==> src/hdl/uvs_pkg.sv <==
// uvs_pkg: shared types and constants of the unique value stack.
// No dependencies; imported by the channel interfaces and the core.
`default_nettype none

package uvs_pkg;

    localparam int FUNC_W   = 3;
    localparam int VALUE_W  = 16;
    localparam int RESULT_W = 16;
    localparam int POS_W    = 4;
    localparam int STATUS_W = 3;
    localparam int COUNT_W  = 5;

    typedef enum logic [FUNC_W-1:0] {
        FN_PUSH   = 3'd0,
        FN_POP    = 3'd1,
        FN_PEEK   = 3'd2,
        FN_REMOVE = 3'd3,
        FN_FIND   = 3'd4
    } t_func;

    typedef enum logic [STATUS_W-1:0] {
        ST_OK      = 3'd0,
        ST_EMPTY   = 3'd1,
        ST_FULL    = 3'd2,
        ST_DUP     = 3'd3,
        ST_MISSING = 3'd4
    } t_status;

    typedef enum logic [2:0] {
        S_IDLE,
        S_SCAN,
        S_SHIFT,
        S_TOP_RD,
        S_TOP_WAIT,
        S_EMIT
    } t_state;

endpackage

`default_nettype wire

==> src/hdl/uvs_if.sv <==
// uvs_in_if / uvs_out_if: valid/ready channels of the unique value stack.
// Depends on uvs_pkg for the field widths.
`default_nettype none

interface uvs_in_if import uvs_pkg::*; ();
    logic               valid;
    logic               ready;
    logic [FUNC_W-1:0]  func;
    logic [VALUE_W-1:0] value;

    modport source (output valid, output func, output value, input ready);
    modport sink   (input valid, input func, input value, output ready);
endinterface

interface uvs_out_if import uvs_pkg::*; ();
    logic                valid;
    logic                ready;
    logic [RESULT_W-1:0] result_value;
    logic [POS_W-1:0]    position;
    logic                found;
    logic [STATUS_W-1:0] status;
    logic [COUNT_W-1:0]  entry_count;
    logic                is_empty;

    modport source (output valid, output result_value, output position, output found,
                    output status, output entry_count, output is_empty, input ready);
    modport sink   (input valid, input result_value, input position, input found,
                    input status, input entry_count, input is_empty, output ready);
endinterface

`default_nettype wire

==> src/hdl/unique_value_stack_core.sv <==
// unique_value_stack_core: stack of distinct values with remove and find by value.
// Depends on uvs_pkg and on uvs_in_if / uvs_out_if.
//
//  - i_in carries one command word per handshake (func, value); o_out returns
//    one result word per command (result_value, position, found, status,
//    entry_count, is_empty).
//  - Entries live in one memory with a registered read. Push, remove
//    and find walk the stored entries from the bottom, one read per cycle.
//  - From command accept to the result in the output register: pop / peek
//    read the top entry (no read when empty), push / find scan until a hit
//    or the fill count, remove scans and then shifts the entries above the hit
//    down (search and shift together walk the entries once through the one
//    read port), unused func codes go straight to the result. The next
//    command is taken the cycle after the result is loaded.
//  - i_in.ready is high only while the sequencer is idle, so the next command
//    is taken while the previous result still waits in the output register.
//    If the receiver stalls, the following result is held in the sequencer
//    until the output register frees up.
//  - Synchronous active-low reset empties the stack and drops a pending result;
//    memory is not cleared, only entries below the fill count are read.
`default_nettype none

module unique_value_stack_core
    import uvs_pkg::*;
#(
    parameter int DEPTH       = 16,
    parameter int VALUE_WIDTH = 16
) (
    input  wire        i_clk,
    input  wire        i_rst_n,
    uvs_in_if.sink     i_in,
    uvs_out_if.source  o_out
);

    localparam int IDX_W = (DEPTH > 1) ? $clog2(DEPTH) : 1;
    localparam int CNT_W = $clog2(DEPTH + 1);

    // entry storage
    logic [VALUE_WIDTH-1:0] mem [DEPTH];

    // sequencer state
    t_state                 r_state, n_state;
    t_func                  r_func, n_func;
    logic [VALUE_WIDTH-1:0] r_val, n_val;
    logic [CNT_W-1:0]       r_count, n_count;
    logic [CNT_W-1:0]       r_addr, n_addr;   // next address to read
    logic                   r_pend, n_pend;   // read in flight
    logic [IDX_W-1:0]       r_pidx, n_pidx;   // address of read in flight
    logic [VALUE_WIDTH-1:0] r_rd_data;

    // result under construction
    logic [VALUE_WIDTH-1:0] r_res, n_res;
    logic [IDX_W-1:0]       r_pos, n_pos;
    logic                   r_fnd, n_fnd;
    t_status                r_status, n_status;

    // output register
    logic                r_o_valid, n_o_valid;
    logic [RESULT_W-1:0] r_o_res;
    logic [POS_W-1:0]    r_o_pos;
    logic                r_o_fnd;
    t_status             r_o_status;
    logic [COUNT_W-1:0]  r_o_count;
    logic                r_o_empty;

    // memory port controls
    logic                   rd_en;
    logic [IDX_W-1:0]       rd_addr;
    logic                   wr_en;
    logic [IDX_W-1:0]       wr_addr;
    logic [VALUE_WIDTH-1:0] wr_data;

    logic                   accept;
    logic                   can_emit;
    logic                   load_out;
    logic                   hit;
    logic                   scan_end;
    logic [31:0]            in_ext;
    logic [31:0]            res_ext;
    logic [31:0]            pos_ext;
    logic [31:0]            cnt_ext;

    assign accept   = i_in.valid && i_in.ready;
    assign can_emit = !r_o_valid || o_out.ready;
    assign load_out = (r_state == S_EMIT) && can_emit;
    assign hit      = r_pend && (r_rd_data == r_val);
    assign scan_end = !hit && (r_addr == r_count);
    assign in_ext   = 32'(i_in.value);
    assign res_ext  = 32'(r_res);
    assign pos_ext  = 32'(r_pos);
    assign cnt_ext  = 32'(r_count);

    assign i_in.ready = (r_state == S_IDLE);

    // next state
    always_comb begin
        n_state = r_state;
        unique case (r_state)
            S_IDLE: begin
                if (accept) begin
                    case (t_func'(i_in.func))
                        FN_PUSH, FN_REMOVE, FN_FIND: n_state = S_SCAN;
                        FN_POP, FN_PEEK:             n_state = S_TOP_RD;
                        default:                     n_state = S_EMIT;
                    endcase
                end
            end
            S_SCAN: begin
                if (hit) begin
                    n_state = (r_func == FN_REMOVE) ? S_SHIFT : S_EMIT;
                end else if (scan_end) begin
                    n_state = S_EMIT;
                end
            end
            S_SHIFT: begin
                if (r_addr == r_count) begin
                    n_state = S_EMIT;
                end
            end
            S_TOP_RD: begin
                n_state = (r_count == '0) ? S_EMIT : S_TOP_WAIT;
            end
            S_TOP_WAIT: begin
                n_state = S_EMIT;
            end
            S_EMIT: begin
                if (can_emit) begin
                    n_state = S_IDLE;
                end
            end
            default: n_state = S_IDLE;
        endcase
    end

    // datapath and memory controls
    always_comb begin
        n_func   = r_func;
        n_val    = r_val;
        n_count  = r_count;
        n_addr   = r_addr;
        n_pend   = 1'b0;
        n_pidx   = r_pidx;
        n_res    = r_res;
        n_pos    = r_pos;
        n_fnd    = r_fnd;
        n_status = r_status;
        rd_en    = 1'b0;
        rd_addr  = r_addr[IDX_W-1:0];
        wr_en    = 1'b0;
        wr_addr  = r_count[IDX_W-1:0];
        wr_data  = r_val;

        unique case (r_state)
            S_IDLE: begin
                if (accept) begin
                    n_func   = t_func'(i_in.func);
                    n_val    = in_ext[VALUE_WIDTH-1:0];
                    n_addr   = '0;
                    n_res    = '0;
                    n_pos    = '0;
                    n_fnd    = 1'b0;
                    n_status = ST_OK;
                end
            end
            S_SCAN: begin
                if (hit) begin
                    case (r_func)
                        FN_PUSH: n_status = ST_DUP;
                        FN_REMOVE: begin
                            n_res  = r_val;
                            n_addr = CNT_W'(r_pidx) + CNT_W'(1);
                        end
                        default: begin
                            n_res = r_val;
                            n_pos = r_pidx;
                            n_fnd = 1'b1;
                        end
                    endcase
                end else if (scan_end) begin
                    if (r_func == FN_PUSH) begin
                        if (r_count == CNT_W'(DEPTH)) begin
                            n_status = ST_FULL;
                        end else begin
                            wr_en   = 1'b1;
                            n_count = r_count + CNT_W'(1);
                            n_res   = r_val;
                        end
                    end else begin
                        n_status = ST_MISSING;
                    end
                end else begin
                    rd_en  = 1'b1;
                    n_pend = 1'b1;
                    n_pidx = r_addr[IDX_W-1:0];
                    n_addr = r_addr + CNT_W'(1);
                end
            end
            S_SHIFT: begin
                // entry at r_pidx moves down one slot
                if (r_pend) begin
                    wr_en   = 1'b1;
                    wr_addr = r_pidx - IDX_W'(1);
                    wr_data = r_rd_data;
                end
                if (r_addr == r_count) begin
                    n_count = r_count - CNT_W'(1);
                end else begin
                    rd_en  = 1'b1;
                    n_pend = 1'b1;
                    n_pidx = r_addr[IDX_W-1:0];
                    n_addr = r_addr + CNT_W'(1);
                end
            end
            S_TOP_RD: begin
                if (r_count == '0) begin
                    n_status = ST_EMPTY;
                end else begin
                    rd_en   = 1'b1;
                    rd_addr = IDX_W'(r_count - CNT_W'(1));
                end
            end
            S_TOP_WAIT: begin
                n_res = r_rd_data;
                if (r_func == FN_POP) begin
                    n_count = r_count - CNT_W'(1);
                end
            end
            S_EMIT: begin
            end
            default: begin
            end
        endcase
    end

    // output register handshake
    always_comb begin
        n_o_valid = r_o_valid;
        if (o_out.ready) begin
            n_o_valid = 1'b0;
        end
        if (load_out) begin
            n_o_valid = 1'b1;
        end
    end

    // memory: registered read, synchronous write
    always_ff @(posedge i_clk) begin
        if (wr_en) begin
            mem[wr_addr] <= wr_data;
        end
        if (rd_en) begin
            r_rd_data <= mem[rd_addr];
        end
    end

    // control registers
    always_ff @(posedge i_clk) begin
        if (!i_rst_n) begin
            r_state   <= S_IDLE;
            r_count   <= '0;
            r_pend    <= 1'b0;
            r_o_valid <= 1'b0;
        end else begin
            r_state   <= n_state;
            r_count   <= n_count;
            r_pend    <= n_pend;
            r_o_valid <= n_o_valid;
        end
    end

    // payload registers
    always_ff @(posedge i_clk) begin
        r_func   <= n_func;
        r_val    <= n_val;
        r_addr   <= n_addr;
        r_pidx   <= n_pidx;
        r_res    <= n_res;
        r_pos    <= n_pos;
        r_fnd    <= n_fnd;
        r_status <= n_status;
        if (load_out) begin
            r_o_res    <= res_ext[RESULT_W-1:0];
            r_o_pos    <= pos_ext[POS_W-1:0];
            r_o_fnd    <= r_fnd;
            r_o_status <= r_status;
            r_o_count  <= cnt_ext[COUNT_W-1:0];
            r_o_empty  <= (r_count == '0);
        end
    end

    assign o_out.valid        = r_o_valid;
    assign o_out.result_value = r_o_res;
    assign o_out.position     = r_o_pos;
    assign o_out.found        = r_o_fnd;
    assign o_out.status       = r_o_status;
    assign o_out.entry_count  = r_o_count;
    assign o_out.is_empty     = r_o_empty;

`ifndef SYNTHESIS
    a_count_bound: assert property (@(posedge i_clk) disable iff (!i_rst_n)
        r_count <= CNT_W'(DEPTH))
        else $error("fill count above depth");

    a_no_write_idle: assert property (@(posedge i_clk) disable iff (!i_rst_n)
        !(wr_en && (r_state == S_IDLE || r_state == S_EMIT)))
        else $error("memory write outside an operation");

    a_bad_status_zero: assert property (@(posedge i_clk) disable iff (!i_rst_n)
        (r_o_valid && r_o_status != ST_OK) |-> (r_o_res == '0 && !r_o_fnd))
        else $error("failed operation returned a value");

    a_shift_read_ahead: assert property (@(posedge i_clk) disable iff (!i_rst_n)
        (r_state == S_SHIFT && r_pend && rd_en) |-> (rd_addr != wr_addr))
        else $error("shift read collides with write");

    a_emit_once: assert property (@(posedge i_clk) disable iff (!i_rst_n)
        load_out |=> (r_state == S_IDLE && r_o_valid))
        else $error("result not held after load");
`endif

endmodule

`default_nettype wire
==> src/flat_wrapper.sv <==
// flat-port wrapper written by rule: the top's interface ports become plain ports
module unique_value_stack_core_flat import uvs_pkg::*;
#(
    parameter int DEPTH       = 16,
    parameter int VALUE_WIDTH = 16
)
  (i_clk, i_rst_n, i_in_valid, i_in_func, i_in_value, i_in_ready, o_out_valid, o_out_result_value, o_out_position, o_out_found, o_out_status, o_out_entry_count, o_out_is_empty, o_out_ready);
  uvs_in_if i_in_i ();
  uvs_out_if o_out_i ();
  input  wire i_clk;
  input  wire i_rst_n;
  input wire logic [$bits(i_in_i.valid)-1:0] i_in_valid;
  input wire logic [$bits(i_in_i.func)-1:0] i_in_func;
  input wire logic [$bits(i_in_i.value)-1:0] i_in_value;
  output wire logic [$bits(i_in_i.ready)-1:0] i_in_ready;
  output wire logic [$bits(o_out_i.valid)-1:0] o_out_valid;
  output wire logic [$bits(o_out_i.result_value)-1:0] o_out_result_value;
  output wire logic [$bits(o_out_i.position)-1:0] o_out_position;
  output wire logic [$bits(o_out_i.found)-1:0] o_out_found;
  output wire logic [$bits(o_out_i.status)-1:0] o_out_status;
  output wire logic [$bits(o_out_i.entry_count)-1:0] o_out_entry_count;
  output wire logic [$bits(o_out_i.is_empty)-1:0] o_out_is_empty;
  input wire logic [$bits(o_out_i.ready)-1:0] o_out_ready;
  assign i_in_i.valid = i_in_valid;
  assign i_in_i.func = i_in_func;
  assign i_in_i.value = i_in_value;
  assign i_in_ready = i_in_i.ready;
  assign o_out_valid = o_out_i.valid;
  assign o_out_result_value = o_out_i.result_value;
  assign o_out_position = o_out_i.position;
  assign o_out_found = o_out_i.found;
  assign o_out_status = o_out_i.status;
  assign o_out_entry_count = o_out_i.entry_count;
  assign o_out_is_empty = o_out_i.is_empty;
  assign o_out_i.ready = o_out_ready;
  unique_value_stack_core #(.DEPTH(DEPTH), .VALUE_WIDTH(VALUE_WIDTH)) u_core (.i_clk(i_clk), .i_rst_n(i_rst_n), .i_in(i_in_i), .o_out(o_out_i));
endmodule
==> config.mk <==
export PLATFORM = sky130hd
export DESIGN_NAME = unique_value_stack_core_flat
export DESIGN_NICKNAME = d
export VERILOG_FILES = /design/src/hdl/uvs_pkg.sv /design/src/hdl/uvs_if.sv /design/src/hdl/unique_value_stack_core.sv /design/src/flat_wrapper.sv
export SDC_FILE = /design/constraint.sdc
export NUM_CORES = 1
export LEC_CHECK = 0
export ABC_AREA = 1
export BUFFER_PORTS_ARGS = -buffer_cell sky130_fd_sc_hd__buf_2
export CELL_PAD_IN_SITES_DETAIL_PLACEMENT = 1
export CELL_PAD_IN_SITES_GLOBAL_PLACEMENT = 1
export CORE_MARGIN = 2
export CORE_UTILIZATION = 47
export DETAILED_ROUTE_END_ITERATION = 8
export PLACE_DENSITY = 0.8
export SLEW_MARGIN = 20
export SYNTH_ARGS = -nofsm -noshare
export SYNTH_HDL_FRONTEND = slang
export SYNTH_SLANG_ARGS = --single-unit
export TNS_END_PERCENT = 50
==> constraint.sdc <==
create_clock -name i_clk -period 7.8 [get_ports i_clk]
set_input_delay 0.39 -clock i_clk [delete_from_list [all_inputs] [get_ports i_clk]]
set_output_delay 0.39 -clock i_clk [all_outputs]
set_load 0.01 [all_outputs]
# ---- After elaboration in Yosys (flattened, before gate mapping)
# Memories as Yosys holds them, arrays and structs flattened. A register that Yosys moved wholly into a read port is not among the register bits.
# Index checks and enable logic that the tools add are counted.
dict set report word_totals {
  ff_bits 92
  latchBits 0
  ramBits 256
  rom_bits 0
  inputBits 23
  out_inout_bits 32
  word_cells 159
  n_memories 1
}
# memory depth width rd rd_ports_with_merged_regs write_ports line
set memory_table {}
lappend memory_table {u_core.mem 16 16 1 1 1 unique_value_stack_core.sv:39} ;# logic [VALUE_WIDTH-1:0] mem [DEPTH];
dict set report op_classes {
  add_sub_neg 5
  multipliers 0
  n_div 0
  n_lt_le_gt_ge 0
  eq_ne 35
  shifts 0
  muxes 71
  n_bitwise 0
  reduce_logical 29
}
# op count
set op_table {}
lappend op_table {{16-bit 2-to-1 mux} 8}
lappend op_table {{5-bit 2-to-1 mux} 11}
lappend op_table {{16-bit one-hot mux with 3 select lines} 1}
lappend op_table {{4-bit 2-to-1 mux} 10}
lappend op_table {{3-bit 2-to-1 mux} 13}
lappend op_table {{5-bit one-hot mux with 3 select lines} 2}
lappend op_table {{3-bit one-hot mux with 6 select lines} 1}
lappend op_table {{1-bit 2-to-1 mux} 17}
lappend op_table {{16-bit == test} 1}
lappend op_table {{4-bit one-hot mux with 2 select lines} 2}
lappend op_table {{3-bit by 2-bit == test with 1-bit output (second input constant)} 5}
lappend op_table {{2-bit by 1-bit inequality test with 1-bit output (second input constant)} 7}
lappend op_table {{2-bit inequality test (second input constant)} 6}
lappend op_table {{4-bit AND reduction} 3}
lappend op_table {{6-bit AND reduction} 2}
lappend op_table {{3-bit nonzero test} 4}
lappend op_table {{5-bit by 1-bit adder with 5-bit output (second input constant)} 2}
lappend op_table {{3-bit by 1-bit == test with 1-bit output (second input constant)} 3}
lappend op_table {{3-bit == test (second input constant)} 3}
lappend op_table {{3-bit zero test} 3}
lappend op_table {{3-bit inequality test (second input constant)} 3}
lappend op_table {{3-bit one-hot mux with 3 select lines} 1}
lappend op_table {{7-bit AND reduction} 1}
lappend op_table {{3-bit by 1-bit inequality test with 1-bit output (second input constant)} 2}
lappend op_table {{other kinds (19)} 29}

# ---- Logic depth before layout (Yosys ltp)
dict set report logic_depth {
  word_depth 9
  depth_mapped 15
  mapped_depth_nobuf 13
}

# ---- Worst setup path after synthesis
# Ideal clock, no wire load.
dict set report synth_timing {
  path_kind {reg2reg}
  start {register u_core.r_addr[0]}
  end {memory u_core.mem[0][0] (enable)}
  setup_time_ps 388
  arrival_time_ps 2136
  required_time_ps 7412
  slack_ps 5275
  stages_incl_launch_ff 10
  n_path_buf 0
  period_less_slack_ps 2525
  path_cell_list {edfxtp_1 inv_1 nand2_1 a21oi_1 nand3_1 inv_1 nand2_1 o21ai_1 nand3_1 nor2_1}
}
dict set report synth_between {
  elab_chain_len 7
}
# element line
set synth_lines {}
lappend synth_lines {{from (decl)} unique_value_stack_core.sv:46} ;# logic [CNT_W-1:0] r_addr, n_addr;
lappend synth_lines {{from (signal assigned)} unique_value_stack_core.sv:275} ;# r_addr <= n_addr;
lappend synth_lines {{5-bit == test} unique_value_stack_core.sv:87} ;# assign scan_end = !hit && (r_addr == r_count);
lappend synth_lines {{1-bit logical AND} unique_value_stack_core.sv:87}
lappend synth_lines {{1-bit 2-to-1 mux} unique_value_stack_core.sv:179} ;# end else if (scan_end) begin
lappend synth_lines {{1-bit 2-to-1 mux} unique_value_stack_core.sv:166} ;# if (hit) begin
lappend synth_lines {{1-bit one-hot mux with 2 select lines} unique_value_stack_core.sv:153} ;# unique case (r_state)
lappend synth_lines {{1-bit 2-to-1 mux} unique_value_stack_core.sv:248} ;# if (wr_en) begin
lappend synth_lines {{1-bit 2-to-1 mux (implied by the code)} unique_value_stack_core.sv:249} ;# mem[wr_addr] <= wr_data;
lappend synth_lines {{to (decl)} unique_value_stack_core.sv:39}
# Every way passes these cells.

# ---- Final worst setup path
dict set report layout_timing {
  start {register u_core.r_state[2]}
  end {memory u_core.mem[0][5] (enable)}
}
dict set report layout_between {
  elab_chain_len 4
  word_cells_on_any_way 6
}
# element line
set layout_lines {}
lappend layout_lines {{from (decl)} unique_value_stack_core.sv:42} ;# t_state r_state, n_state;
lappend layout_lines {{from (signal assigned)} unique_value_stack_core.sv:264} ;# r_state <= n_state;
lappend layout_lines {{3-bit by 2-bit == test with 1-bit output / 3-bit by 1-bit == test with 1-bit output (equally long branches)} unique_value_stack_core.sv:153}
lappend layout_lines {{1-bit one-hot mux with 2 select lines} unique_value_stack_core.sv:153}
lappend layout_lines {{1-bit 2-to-1 mux} unique_value_stack_core.sv:248}
lappend layout_lines {{1-bit 2-to-1 mux (implied by the code)} unique_value_stack_core.sv:249}
# Parallel ways exist; a longest one is shown, timed or not.

==> summary.md <==
| Metric | Value |
|---|---|
| Req. time, crit path | `7.95 ns` |
| Postcts setup bufs | `0` |
| All-Layer GR Usage | `25.7%` |
| Antenna-violating nets left | `0` |
| Post-synth cell types | `34` |
| Yosys reg bits | `364` |
| FFs w/ async S/R, synth | `0%` |
| Cell Area, Synth | `15700 um^2` |
| Nets | `1548` |
| Grt ovf | `0` |
| P_leak | `7.05 nW` |
| Routed wire length | `44900 um` |
| Initial antenna violation count | `1` |
| Core Region | `32700 um^2` |
| Crit path max fanout | `25` |
| First-pass GRT wire length | `a little under 70000 um` |
| RSZ-0062 raised after global routing | `false` |
| Max Cap Violations | `0` |
| Number of global-route vias before repair | `11500` |
| Setup crit end kind | `flop` |
| Area delta synth->final | `12.5%` |
| Die Y-Extent | `187 um` |
| Iter 0 DRT Violations | `1026` |
| Vias post-DR | `11000` |
| Die ar. | `34900 um^2` |
| # diodes | `0` |
| Synth Flop Type | `edfxtp_1` |
| Worst min path class | `in -> reg` |
| Root Driver | `clkbuf_16` |
| CTS tree | `yes` |
| DP Wirelength | `about 29000 um` |
| Slew HR | `between 30% and 40%` |
| Period utilization | `52.7%` |
| Maximum clock path buffer count | `3` |
| Final worst setup slack | `3.69 ns` |
| Cell with the most instances after synthesis | `nand2_1` |
| Critical path class | `reg -> reg` |
| Outcome | `completed` |
| Hold-fix buffers, CTS | `0` |
| Tmin final | `4.11 ns` |
| Fin Setup TNS | `0 ns` |
| Syn nets | `1485` |
| Post-synth top area share | `67.8%` |
| Ranking of synthesized cells by area | `edfxtp_1 (68%), nand2_1 (12%), nand3_1 (4.5%)` |
| H-Tree Depth | `2` |
| DR pass1 iterations | `7` |
| Synth top cells by count | `nand2_1 (506), edfxtp_1 (354), inv_1 (161)` |
| Final setup fails | `0` |
| Slew Viols, Final | `0` |
| CTS sink cnt | `364` |
| DRC Markers | `0` |
| TritonCTS Buffers | `39` |
| Startpoint types | `flop` |
| Worst IR Drop VDD | `0.191 mV` |
| Yosys warns | `0` |
| Layout cells sized above 1 | `10.7%` |
| Worst-skew pair later-pin latency | `approximately 0.54 ns` |
| I/O Pins | `between 50 and 60` |
| Num rows | `66` |
| Post-CTS sizing | `0` |
| Worst-Margin Slew | `1.05 ns` |
| Clock-pin slew on the worst setup and hold paths | `0.07 ns` |
| Starting Density | `48.0%` |
| Post-synthesis cell count | `between 1000 and 1500` |
| Port Buffers | `54` |
| Max Clock Freq | `243 MHz` |
| Global placement routability congestion | `a little over 0.9` |
| Worst EP arrival | `~4.3 ns` |
| WHS | `0.0360 ns` |
| Post-synth EDFFs | `between 300 and 400` |
| Die X-Extent | `187 um` |
| Clock skew | `0.0291 ns` |
| Place WS | `3.81 ns` |
| Register area share after synthesis | `69.0%` |
| Final hold viol count | `0` |
| Pin count of the biggest net entering global routing | `100` |
| DR WL/cell | `about 23 um` |
| PwrDens | `approximately 380 nW/um^2` |
| Post-synth top area cell | `edfxtp_1` |
| Post-synthesis average cell area | `10.8 um^2` |
| Post-DR vias/cell | `5.53` |
## cells in the final DEF, fill, tap and decap left out, types with 2 or more instances in the layout
master     instances
xnor2_1            7
xor2_1            10
bufinv_16          2
dfxtp_1           10
inv_2              4
buf_4             26
clkinv_2           6
clkinv_1          10
edfxtp_1         354
nor2_2            18
nand2_2            2
a21oi_1           10
o21ai_1            2
buf_2             54
nand2_1          506
o21ai_0           47
clkbuf_16         40
clkbuf_1           9
inv_1            161
nand3_1          142
o22ai_1           15
ha_1               6
o21ai_4            3
nand4_1            9
nor2_1            45
nor2_4             2
o211ai_1          34
## sequential cells by signal (all words and copies together), names as in the netlist, 3 cells and up
name / flops
u_core.r_state: 3
u_core.r_rd_data: 16
u_core.r_res: 16
u_core.r_val: 16
u_core.r_func: 3
u_core.r_status: 3
u_core.r_count: 5
u_core.o_out.entry_count: 5
u_core.r_pidx: 4
u_core.o_out.status: 3
u_core.r_addr: 5
u_core.r_pos: 4
u_core.o_out.position: 4
u_core.mem: 256
u_core.o_out.result_value: 16
## report_power, final
part           switching (mW)  internal [mW]  total [mW]
Clock                   0.748           1.01        1.76
Sequential              0.165           2.56        2.72
Combinational            1.71          0.580        2.29
## per-stage QoR
stage | power, mW | util (%) | cell area (um^2) | cells
detailed placement | 4.99 | 50.3 | 16400 | 1920
finish | 6.77 | 54.0 | 17600 | 1990
global placement | 4.90 | 50.3 | 16400 | 1920
global route | 7.09 | 54.0 | 17600 | 1990
CTS | 6.77 | 54.0 | 17600 | 1990
floorplan | 4.18 | - | 15700 | 1456
## final cells by class
class | count | area (um^2)
flip-flops and latches | 364 | 10800
clock buffers | 49 | 1030
inverters | 166 | 626
repair buffers | 80 | 465
multi-input cells | 868 | 3970
fillers | 3524 | 15100
well taps | 442 | 553
clock inverters | 21 | 161
## cells by family after synthesis
| logic type | synth area share, % |
|---|---|
| DFF | 69.0 |
| adders and majority gates | 0.479 |
| AOI/OAI and AO/OA | 4.57 |
| buffers and inverters | 6.01 |
| and+or+nand+nor | 18.9 |
| xor gates and xnor gates | 0.949 |
## worst max-delay path: stages (launching register included)
cell and delay, ns:
dfxtp_1 0.35, inv_2 0.10, nand2_1 0.14, inv_1 0.11, nand2_1 0.49, nor2_1 0.45
nand2_1 0.17, o21ai_1 0.68, nand3_1 0.42, nor2_2 0.80
## final timing paths
check,start,to,slack (ns),cells past startpoint
max,u_core.r_state[2]$_SDFFE_PN0P_,u_core.mem[0][5]$_DFFE_PP_,3.69,9
min,i_in_value[0],u_core.r_val[0]$_DFFE_PP_,0.04,1
min reg2reg,u_core.r_res[8]$_DFFE_PP_,u_core.o_out.result_value[8]$_DFFE_PP_,0.42,0
max reg2reg,u_core.r_state[2]$_SDFFE_PN0P_,u_core.mem[0][5]$_DFFE_PP_,3.69,9
## routing by layer
metal	part of all wire (%)	track usage, %	vias up
met5	0	0	-
met4	4.3	11.4	0
met3	7.6	4.40	116
met2	48	42.4	451
met1	40	33.7	5419
li1	-	-	5022
Power figures use the tool's default switching activity.
